$ cat src/hw/rtl/coapmp_pkg.sv
// Package for the CoAP message parser: phase, kind and status codes,
// state and result structs, and the option length table.
// Used by coapmp_step and coap_message_parser.
package coapmp_pkg;

    localparam logic [3:0] MAX_TOKEN_BYTES = 4'd8;

    localparam logic [2:0] PH_HDR       = 3'd0;
    localparam logic [2:0] PH_TOKEN     = 3'd1;
    localparam logic [2:0] PH_OPT_HEAD  = 3'd2;
    localparam logic [2:0] PH_DELTA_EXT = 3'd3;
    localparam logic [2:0] PH_LEN_EXT   = 3'd4;
    localparam logic [2:0] PH_OPT_VALUE = 3'd5;
    localparam logic [2:0] PH_PAYLOAD   = 3'd6;
    localparam logic [2:0] PH_DISCARD   = 3'd7;

    localparam logic [2:0] KIND_HEADER  = 3'd0;
    localparam logic [2:0] KIND_TOKEN   = 3'd1;
    localparam logic [2:0] KIND_OPT_HD  = 3'd2;
    localparam logic [2:0] KIND_OPT_VAL = 3'd3;
    localparam logic [2:0] KIND_MARKER  = 3'd4;
    localparam logic [2:0] KIND_PAYLOAD = 3'd5;
    localparam logic [2:0] KIND_DISCARD = 3'd6;

    localparam logic [1:0] STAT_OK       = 2'd0;
    localparam logic [1:0] STAT_FORMAT   = 2'd1;
    localparam logic [1:0] STAT_CRIT_OPT = 2'd2;

    localparam logic [1:0] COAP_VERSION = 2'd1;
    localparam logic [7:0] PAYLOAD_MARKER = 8'hff;
    localparam logic [3:0] NIB_EXT8   = 4'd13;
    localparam logic [3:0] NIB_RSVD   = 4'd15;
    localparam logic [16:0] EXT8_BASE  = 17'd13;
    localparam logic [16:0] EXT16_BASE = 17'd269;
    localparam logic [16:0] MAX_FIELD  = 17'd65535;

    localparam logic [15:0] OPT_IF_MATCH       = 16'd1;
    localparam logic [15:0] OPT_URI_HOST       = 16'd3;
    localparam logic [15:0] OPT_ETAG           = 16'd4;
    localparam logic [15:0] OPT_IF_NONE_MATCH  = 16'd5;
    localparam logic [15:0] OPT_URI_PORT       = 16'd7;
    localparam logic [15:0] OPT_LOCATION_PATH  = 16'd8;
    localparam logic [15:0] OPT_URI_PATH       = 16'd11;
    localparam logic [15:0] OPT_CONTENT_FORMAT = 16'd12;
    localparam logic [15:0] OPT_MAX_AGE        = 16'd14;
    localparam logic [15:0] OPT_URI_QUERY      = 16'd15;
    localparam logic [15:0] OPT_ACCEPT         = 16'd17;
    localparam logic [15:0] OPT_LOCATION_QUERY = 16'd20;
    localparam logic [15:0] OPT_PROXY_URI      = 16'd35;
    localparam logic [15:0] OPT_PROXY_SCHEME   = 16'd39;
    localparam logic [15:0] OPT_SIZE1          = 16'd60;

    localparam logic [16:0] LEN_PROXY_URI_MAX = 17'd1034;
    localparam logic [16:0] LEN_STRING_MAX    = 17'd255;

    typedef struct packed {
        logic [2:0]  phase;
        logic [1:0]  pbc;
        logic [1:0]  hdr_type;
        logic [7:0]  hdr_code;
        logic [15:0] hdr_msg_id;
        logic [3:0]  hdr_token_len;
        logic [15:0] prev_opt_num;
        logic [16:0] delta_acc;
        logic [16:0] len_acc;
        logic [15:0] bytes_rem;
        logic [1:0]  err;
        logic        opt_ign;
    } st_t;

    localparam st_t ST_RESET = '{
        phase: PH_HDR, pbc: 2'd0, hdr_type: 2'd0, hdr_code: 8'd0, hdr_msg_id: 16'd0,
        hdr_token_len: 4'd0, prev_opt_num: 16'd0, delta_acc: 17'd0, len_acc: 17'd0,
        bytes_rem: 16'd0, err: STAT_OK, opt_ign: 1'b0
    };

    typedef struct packed {
        logic [2:0]  byte_kind;
        logic [1:0]  msg_type;
        logic [7:0]  msg_code;
        logic [15:0] message_id;
        logic [3:0]  token_len;
        logic [15:0] option_number;
        logic [15:0] option_length;
        logic        option_ignored;
        logic        message_done;
        logic [1:0]  status;
    } res_t;

    function automatic logic opt_valid(input logic [15:0] num, input logic [16:0] len);
        logic ok;
        case (num)
            OPT_IF_MATCH:       ok = (len <= 17'd8);
            OPT_URI_HOST:       ok = (len >= 17'd1) && (len <= LEN_STRING_MAX);
            OPT_ETAG:           ok = (len >= 17'd1) && (len <= 17'd8);
            OPT_IF_NONE_MATCH:  ok = (len == 17'd0);
            OPT_URI_PORT:       ok = (len <= 17'd2);
            OPT_LOCATION_PATH:  ok = (len <= LEN_STRING_MAX);
            OPT_URI_PATH:       ok = (len <= LEN_STRING_MAX);
            OPT_CONTENT_FORMAT: ok = (len <= 17'd2);
            OPT_MAX_AGE:        ok = (len <= 17'd4);
            OPT_URI_QUERY:      ok = (len <= LEN_STRING_MAX);
            OPT_ACCEPT:         ok = (len <= 17'd2);
            OPT_LOCATION_QUERY: ok = (len <= LEN_STRING_MAX);
            OPT_PROXY_URI:      ok = (len >= 17'd1) && (len <= LEN_PROXY_URI_MAX);
            OPT_PROXY_SCHEME:   ok = (len >= 17'd1) && (len <= LEN_STRING_MAX);
            OPT_SIZE1:          ok = (len <= 17'd4);
            default:            ok = 1'b0;
        endcase
        return ok;
    endfunction

    function automatic logic opt_critical(input logic [15:0] num);
        logic crit;
        case (num) inside
            OPT_IF_MATCH, OPT_URI_HOST, OPT_IF_NONE_MATCH, OPT_URI_PORT, OPT_URI_PATH,
            OPT_URI_QUERY, OPT_ACCEPT, OPT_PROXY_URI, OPT_PROXY_SCHEME: crit = 1'b1;
            default: crit = 1'b0;
        endcase
        return crit;
    endfunction

endpackage

$ cat src/hw/rtl/coapmp_step.sv
// Per-byte parse step: next parser state and the result for one byte.
// Purely combinational; depends on coapmp_pkg.
module coapmp_step #(
    parameter logic [3:0] TOKEN_MAX = coapmp_pkg::MAX_TOKEN_BYTES
) (
    input  coapmp_pkg::st_t  cur,
    input  logic [7:0]       data_byte,
    input  logic             last_byte,
    output coapmp_pkg::st_t  nxt,
    output coapmp_pkg::res_t res
);
    import coapmp_pkg::*;

    logic [2:0]  kind;
    logic        show;
    logic        go_ad;
    logic        go_hc;
    logic [17:0] sum;
    logic [15:0] rem_dec;
    logic        sum_ok;
    logic        sum_valid;
    logic        sum_crit;
    logic        fin_valid;
    logic        fin_crit;

    assign rem_dec   = (cur.bytes_rem != 16'd0) ? cur.bytes_rem - 16'd1 : 16'd0;
    assign fin_valid = opt_valid(cur.prev_opt_num, cur.len_acc);
    assign fin_crit  = opt_critical(cur.prev_opt_num);

    always_comb begin
        nxt   = cur;
        kind  = KIND_DISCARD;
        show  = 1'b0;
        go_ad = 1'b0;
        go_hc = 1'b0;
        unique case (cur.phase)
            PH_HDR: begin
                kind = KIND_HEADER;
                unique case (cur.pbc)
                    2'd0: begin
                        nxt.hdr_type      = data_byte[5:4];
                        nxt.hdr_token_len = data_byte[3:0];
                        if (data_byte[7:6] != COAP_VERSION || data_byte[3:0] > TOKEN_MAX) begin
                            nxt.err   = STAT_FORMAT;
                            nxt.phase = PH_DISCARD;
                        end else begin
                            nxt.pbc = 2'd1;
                        end
                    end
                    2'd1: begin
                        nxt.hdr_code = data_byte;
                        nxt.pbc      = 2'd2;
                    end
                    2'd2: begin
                        nxt.bytes_rem = {8'd0, data_byte};
                        nxt.pbc       = 2'd3;
                    end
                    default: begin
                        nxt.hdr_msg_id = {cur.bytes_rem[7:0], data_byte};
                        nxt.bytes_rem  = {12'd0, cur.hdr_token_len};
                        nxt.pbc        = 2'd0;
                        nxt.phase      = (cur.hdr_token_len != 4'd0) ? PH_TOKEN : PH_OPT_HEAD;
                    end
                endcase
            end
            PH_TOKEN: begin
                kind          = KIND_TOKEN;
                nxt.bytes_rem = rem_dec;
                if (rem_dec == 16'd0) begin
                    nxt.phase = PH_OPT_HEAD;
                end
            end
            PH_OPT_HEAD: begin
                if (data_byte == PAYLOAD_MARKER) begin
                    kind = KIND_MARKER;
                    if (last_byte) begin
                        nxt.err   = STAT_FORMAT;
                        nxt.phase = PH_DISCARD;
                    end else begin
                        nxt.phase = PH_PAYLOAD;
                    end
                end else begin
                    kind = KIND_OPT_HD;
                    if (data_byte[7:4] == NIB_RSVD || data_byte[3:0] == NIB_RSVD) begin
                        nxt.err   = STAT_FORMAT;
                        nxt.phase = PH_DISCARD;
                    end else begin
                        nxt.delta_acc = {13'd0, data_byte[7:4]};
                        nxt.len_acc   = {13'd0, data_byte[3:0]};
                        nxt.pbc       = 2'd0;
                        if (data_byte[7:4] >= NIB_EXT8) begin
                            nxt.phase = PH_DELTA_EXT;
                        end else begin
                            go_ad = 1'b1;
                        end
                    end
                end
            end
            PH_DELTA_EXT: begin
                kind = KIND_OPT_HD;
                if (cur.pbc == 2'd0 && cur.delta_acc == EXT8_BASE) begin
                    nxt.delta_acc = EXT8_BASE + {9'd0, data_byte};
                    go_ad         = 1'b1;
                end else if (cur.pbc == 2'd0) begin
                    nxt.bytes_rem = {8'd0, data_byte};
                    nxt.pbc       = 2'd1;
                end else begin
                    nxt.delta_acc = EXT16_BASE + {1'b0, cur.bytes_rem[7:0], data_byte};
                    go_ad         = 1'b1;
                end
            end
            PH_LEN_EXT: begin
                kind = KIND_OPT_HD;
                if (cur.pbc == 2'd0 && cur.len_acc == EXT8_BASE) begin
                    nxt.len_acc = EXT8_BASE + {9'd0, data_byte};
                    go_hc       = 1'b1;
                end else if (cur.pbc == 2'd0) begin
                    nxt.bytes_rem = {8'd0, data_byte};
                    nxt.pbc       = 2'd1;
                end else begin
                    nxt.len_acc = EXT16_BASE + {1'b0, cur.bytes_rem[7:0], data_byte};
                    go_hc       = 1'b1;
                end
            end
            PH_OPT_VALUE: begin
                kind          = KIND_OPT_VAL;
                show          = 1'b1;
                nxt.bytes_rem = rem_dec;
                if (rem_dec == 16'd0) begin
                    nxt.phase = PH_OPT_HEAD;
                    if (!fin_valid && fin_crit) begin
                        nxt.err   = STAT_CRIT_OPT;
                        nxt.phase = PH_DISCARD;
                    end
                end
            end
            PH_PAYLOAD: begin
                kind = KIND_PAYLOAD;
            end
            default: begin
                kind = KIND_DISCARD;
            end
        endcase

        if (go_ad) begin
            if (nxt.len_acc >= {13'd0, NIB_EXT8}) begin
                nxt.phase = PH_LEN_EXT;
                nxt.pbc   = 2'd0;
            end else begin
                go_hc = 1'b1;
            end
        end

        sum       = {2'd0, cur.prev_opt_num} + {1'b0, nxt.delta_acc};
        sum_ok    = (nxt.delta_acc <= MAX_FIELD) && (nxt.len_acc <= MAX_FIELD)
                    && (sum <= {1'b0, MAX_FIELD});
        sum_valid = opt_valid(sum[15:0], nxt.len_acc);
        sum_crit  = opt_critical(sum[15:0]);

        if (go_hc) begin
            if (!sum_ok) begin
                nxt.err   = STAT_FORMAT;
                nxt.phase = PH_DISCARD;
            end else begin
                show             = 1'b1;
                nxt.prev_opt_num = sum[15:0];
                nxt.opt_ign      = !sum_valid && !sum_crit;
                if (nxt.len_acc == 17'd0) begin
                    nxt.phase = PH_OPT_HEAD;
                    if (!sum_valid && sum_crit) begin
                        nxt.err   = STAT_CRIT_OPT;
                        nxt.phase = PH_DISCARD;
                    end
                end else begin
                    nxt.phase     = PH_OPT_VALUE;
                    nxt.bytes_rem = nxt.len_acc[15:0];
                end
            end
        end

        if (last_byte && nxt.err == STAT_OK &&
            (nxt.phase == PH_HDR || nxt.phase == PH_TOKEN || nxt.phase == PH_DELTA_EXT ||
             nxt.phase == PH_LEN_EXT || nxt.phase == PH_OPT_VALUE)) begin
            nxt.err   = STAT_FORMAT;
            nxt.phase = PH_DISCARD;
        end

        res.byte_kind      = kind;
        res.msg_type       = nxt.hdr_type;
        res.msg_code       = nxt.hdr_code;
        res.message_id     = nxt.hdr_msg_id;
        res.token_len      = nxt.hdr_token_len;
        res.option_number  = show ? nxt.prev_opt_num : 16'd0;
        res.option_length  = show ? nxt.len_acc[15:0] : 16'd0;
        res.option_ignored = show ? nxt.opt_ign : 1'b0;
        res.message_done   = last_byte;
        res.status         = nxt.err;

        if (last_byte) begin
            nxt = ST_RESET;
        end
    end

endmodule

$ cat src/hw/rtl/coap_message_parser.sv
// CoAP message parser top level: parser state, result register, stream handshake.
// Depends on coapmp_pkg and coapmp_step.
//
//  channel  | dir | tdata                    | tlast        | tuser
//  s_       | in  | [7:0] data_byte          | last_byte    | -
//  m_       | out | header/option/status     | message_done | [2:0] byte_kind
//
// One byte per cycle unless the result stalls: each transfer updates the parser
// state and loads the result register in the same cycle; a result appears in the
// cycle after its byte. aresetn (synchronous) returns the parser to the first
// header byte and empties the result register. A stalled result holds; s_tready
// stays high while the result register is empty or is being drained in that cycle.
module coap_message_parser #(
    parameter logic [3:0] TOKEN_MAX = coapmp_pkg::MAX_TOKEN_BYTES
) (
    input  logic        aclk,
    input  logic        aresetn,
    input  logic        s_tvalid,
    output logic        s_tready,
    input  logic [7:0]  s_tdata,   // [7:0] data_byte
    input  logic        s_tlast,
    output logic        m_tvalid,
    input  logic        m_tready,
    output logic [71:0] m_tdata,   // [1:0] msg_type, [9:2] msg_code, [25:10] message_id,
                                   // [29:26] token_len, [45:30] option_number,
                                   // [61:46] option_length, [62] option_ignored,
                                   // [64:63] status, [71:65] zero
    output logic [2:0]  m_tuser,   // [2:0] byte_kind
    output logic        m_tlast
);
    import coapmp_pkg::*;

    st_t  st_reg;
    st_t  st_next;
    res_t res_reg;
    res_t res_next;
    logic m_valid_reg;
    logic s_xfer;

    assign s_tready = !m_valid_reg || m_tready;
    assign s_xfer   = s_tvalid && s_tready;

    coapmp_step #(
        .TOKEN_MAX (TOKEN_MAX)
    ) u_step (
        .cur       (st_reg),
        .data_byte (s_tdata),
        .last_byte (s_tlast),
        .nxt       (st_next),
        .res       (res_next)
    );

    always_ff @(posedge aclk) begin
        if (!aresetn) begin
            st_reg      <= ST_RESET;
            m_valid_reg <= 1'b0;
        end else begin
            if (s_xfer) begin
                st_reg <= st_next;
            end
            if (s_tready) begin
                m_valid_reg <= s_tvalid;
            end
        end
    end

    always_ff @(posedge aclk) begin
        if (s_xfer) begin
            res_reg <= res_next;
        end
    end

    assign m_tvalid = m_valid_reg;
    assign m_tuser  = res_reg.byte_kind;
    assign m_tlast  = res_reg.message_done;
    assign m_tdata  = {7'd0, res_reg.status, res_reg.option_ignored, res_reg.option_length,
                       res_reg.option_number, res_reg.token_len, res_reg.message_id,
                       res_reg.msg_code, res_reg.msg_type};

    a_last_resets: assert property (@(posedge aclk) disable iff (!aresetn)
        (s_xfer && s_tlast) |=> (st_reg.phase == PH_HDR && st_reg.err == STAT_OK))
        else $error("parser state not cleared after last byte");

    a_err_discards: assert property (@(posedge aclk) disable iff (!aresetn)
        (st_reg.err != STAT_OK) |-> (st_reg.phase == PH_DISCARD))
        else $error("error recorded outside discard phase");

    a_discard_status: assert property (@(posedge aclk) disable iff (!aresetn)
        (m_tvalid && res_reg.byte_kind == KIND_DISCARD) |-> (res_reg.status != STAT_OK))
        else $error("discarded byte reported with ok status");

    a_no_accept_stalled: assert property (@(posedge aclk) disable iff (!aresetn)
        (m_valid_reg && !m_tready) |-> !s_tready)
        else $error("input taken while result stalled");

    a_state_hold: assert property (@(posedge aclk) disable iff (!aresetn)
        (!s_xfer && $past(aresetn)) |=> $stable(st_reg))
        else $error("parser state moved without a transfer");

endmodule
$ cat config.mk
export PLATFORM = sky130hd
export DESIGN_NAME = coap_message_parser
export DESIGN_NICKNAME = d
export VERILOG_FILES = /design/src/hw/rtl/coapmp_pkg.sv /design/src/hw/rtl/coapmp_step.sv /design/src/hw/rtl/coap_message_parser.sv
export SDC_FILE = /design/constraint.sdc
export NUM_CORES = 1
export LEC_CHECK = 0
export BUFFER_PORTS_ARGS = -buffer_cell sky130_fd_sc_hd__buf_4
export CORE_MARGIN = 3
export CORE_UTILIZATION = 64
export CTS_BUF_LIST = sky130_fd_sc_hd__clkbuf_2 sky130_fd_sc_hd__clkbuf_4 sky130_fd_sc_hd__clkbuf_8
export CTS_CLUSTER_DIAMETER = 100
export DETAILED_ROUTE_END_ITERATION = 7
export PLACE_DENSITY = 0.85
export SETUP_SLACK_MARGIN = 0.15
export SYNTH_ARGS = -nofsm -noshare
export SYNTH_HDL_FRONTEND = slang
export SYNTH_SLANG_ARGS = --single-unit
$ cat constraint.sdc
create_clock -name aclk -period 9.3 [get_ports aclk]
set_input_delay 1.395 -clock aclk [delete_from_list [all_inputs] [get_ports aclk]]
set_output_delay 1.395 -clock aclk [all_outputs]
set_load 0.1 [all_outputs]
==> results.py <==
metrics = {
    "final_layout": {
        "largest_reg_flops": 104,
        "finalNetCount": 1304,
        "antenna_cells": 0,
        "stdcell_count": 1497,
        "area_delta_synth_final_pct": 9.00,
        "final_cell_area_um2": 11800,
        "drive_gt1_frac": 0.151,
    },
    "clock_tree": {
        "clk_latency_ps": 500,
        "cts-root-buf": "clkbuf_8",
        "ctsLongestPathBuffers": 2,
        "htree_levels": 4,
        "cts_setup_buffers": 0,
        "clock_sinks": 174,
        "cts_buffers": 17,
        "ctsResizeCount": 0,
        "clk_pin_slew_ps": 120,
        "cts_tree": "done",
        "hold_buffers": 0,
    },
    "logic_synthesis": {
        "yosysTopAreaCell": "dfxtp_1",
        "yosys.cell_types.count": 97,
        "synth_top_family_by_area": "compound AO/OA/AOI/OAI gates",
        "synth_most_common_cell": "nor2_1",
        "synth-edff-count": 69,
        "synthTopCellsByArea": "dfxtp_1 19%, edfxtp_1 19%, nor2_1 5.0%, a22oi_1 4.4%, nand2_1 4.1%",
        "synthTopCellsByCount": "144 x nor2_1, 119 x nand2_1, 105 x dfxtp_1",
        "synthesis.area_um2": 10900,
        "synth_seq_cells": 174,
        "yosys-mux-area-fraction": 0.0338,
        "synthSimpleGateAreaFrac": 0.209,
        "synth.avg_cell_area_um2": 8.74,
        "ys.flop_type": "dfxtp_1",
        "yosysWarnings": 0,
        "synthXorXnorAreaFrac": 0.0250,
        "synth_adder_area_share": 0.0327,
        "synth_compound_area_frac": 0.265,
        "synth_top_area_share": 0.193,
        "async_flop_share": 0,
        "seq_area_frac_synth": 0.384,
        "synthCells": 1244,
    },
    "power": {
        "p_int_mw": 1.18,
        "p_leak_nw": 4.58,
        "comb_power_share": 0.229,
        "power.switching_uw": 650,
        "power_mw": 1.83,
        "peakVddDrop_mv": 0.122,
        "seq_power_share": 0.456,
        "clkPwrFrac": 0.315,
        "swShare": 0.356,
        "powerDensity_nw_per_um2": 154,
    },
    "sta": {
        "finalHoldViolCount": 0,
        "worst_slew_pin_slew_ps": 1310,
        "rsz0062_at_grt": "no",
        "clock_skew_ps": 23.6,
        "setup-violations-final": 0,
        "slew_viol_final": 0,
        "max_slew_margin": 0.126,
        "finalCritPeriodShare": 0.670,
        "setup_ws_ps": 3070,
        "max_clock_freq_mhz": 160,
        "post-route-min-period_ps": 6230,
        "tns_ps": 0,
    },
    "floorplan": {
        "core_um2": 16600,
        "placementRows": 47,
        "start_util": 0.655,
        "fp.dieW_um": 136,
        "die_area_um2": 18600,
        "ios": 91,
        "die_h_um": 136,
    },
    "worst_setup_path": {
        "crit_family": "compound AO/OA/AOI/OAI gates",
        "max_stage_delay_ps": 750,
        "crit_chain": "inv_1, ha_1, a21boi_1, or2_1, o221ai_1, ha_1, inv_1, fa_1, nor2b_1, o2111a_1, o21ai_0, a31o_2, nand2_1, a2111oi_2, and2_1, o22ai_4, a22o_1",
        "crit_required_ps": 9680,
        "endpoint_kind": "flip-flop",
        "crit_arrival_ps": 6620,
        "cp_max_fo": 22,
        "rr_worst_depth": 17,
        "crit_cells": 17,
        "critPathBufInv": 2,
        "criticalPathCategory": "flip-flop to flip-flop",
        "crit_slowest_cell": "ha_1",
        "start_kind": "flip-flop",
    },
    "placed_design": {
        "dp.cells": 1465,
        "dpl_worst_slack_ps": 2730,
        "portBuffers": 83,
        "place_hpwl_um": 25500,
        "postPlaceCellArea_um2": 11400,
        "place.gp.congestion": 1.02,
    },
    "flow_run": {
        "drv_cap": 0,
    },
    "global_routing": {
        "antenna_found_initial": 0,
        "grt_pass1_wl_um": 53200,
        "overflow": 0,
        "grt_pass1_vias": 9019,
        "grt_start_max_net_pins": 70,
        "grt.total_usage": 0.375,
    },
    "status": {
        "status": "completed",
    },
    "routing": {
        "dr.first_iter.drc_count": 1785,
        "drtPass1Iterations": 6,
        "wl_um": 35500,
        "antenna_left": 0,
        "wire_per_inst_um": 23.7,
        "via_per_inst": 7.03,
        "num_vias": 10525,
        "drc_errors": 0,
    },
    "min_path": {
        "hold_depth": 1,
        "holdCritPathClass": "flip-flop to flip-flop",
    },
}
## worst reg2reg max path: cells and delay by family, from the launching register on
kind            cells  cell delay [ps]
compound gates      8             2930
fa+ha+maj           3             1310
buf+inv             2              210
flops               1              360
simple gates        4             1310
## cells in the final DEF, fill, tap and decap left out, drive strengths merged, types with 6 or more instances in the layout
cell type  synthesis  layout
o21a               8       8
nor4              17      17
o21ai             78      78
a221oi             9       9
nor3              25      25
ha                26      26
xnor2             19      19
and4               6       6
a22oi             65      65
a211oi             8       8
and3               9       9
nor3b              6       6
and2              12      12
o211ai            11      11
o2111ai            8       8
conb               1       7
nand3             29      29
a211o              7       7
nand4             10      10
edfxtp            69      69
a21oi             66      66
mux2              30      30
nor2b             10      10
xor2              12      12
nor2             147     147
or2                8       8
o22ai              8       8
buf               32      91
o31ai              8       8
a21o              18      18
a31oi             12      12
inv               28      35
clkbuf            64      20
nand2            119     119
dfxtp            105     105
a22o              33      33
nand2b            12      12
or3               16      16
or4                9       9
## kinds of logic (layout without fill, tap and decap cells)
logic type	count (synthesis)	after routing
flip-flops	174	174
AND/OR/NAND/NOR	454	454
buffers and inverters	125	152
AO/OA/AOI/OAI	398	398
adder cells (fa/ha/maj)	28	28
XOR/XNOR	31	31
other	1	7
multiplexers	33	33
## stage by stage
step / hold slack (ps) / util
2_1_floorplan: 432 / -
3_3_place_gp: 460 / 0.689
3_5_place_dp: 460 / 0.689
4_1_cts: 485 / 0.714
5_1_grt: 504 / 0.714
6_report: 490 / 0.714
## final timing paths
kind,startpoint,endpoint,slack (ps)
worst max register to register,st_reg[99],st_reg[61],3070
worst min register to register,st_reg[0],st_reg[0],490
worst min-delay path,st_reg[0],st_reg[0],490
worst max-delay path,st_reg[99],st_reg[61],3070
## area by class of cell
type                    instances  area (um^2)
well taps                     220          275
clock inverters                12          148
clock buffers                  20          275
multi-input cells             951         6180
inverters                      29          109
repair buffers                 91          683
fillers                      1344         4740
flip-flops and latches        174         4170
## power groups by stage
stage,clock [mW],combinational (mW),sequential [mW]
6_report,0.576,0.418,0.833
5_1_grt,0.606,0.433,0.835
4_1_cts,0.573,0.407,0.832
3_5_place_dp,0,0.405,0.849
3_3_place_gp,0,0.404,0.849
2_1_floorplan,0,0.192,0.966
## layer usage
layer  GRT usage  vias up  part of all wire
met4       0.116        0             0.026
met1       0.562     4967              0.42
li1            -     4712                 -
met2       0.521      757              0.42
met5           0        -                 0
met3       0.105       89              0.14
(Power assumes the default switching activity.)
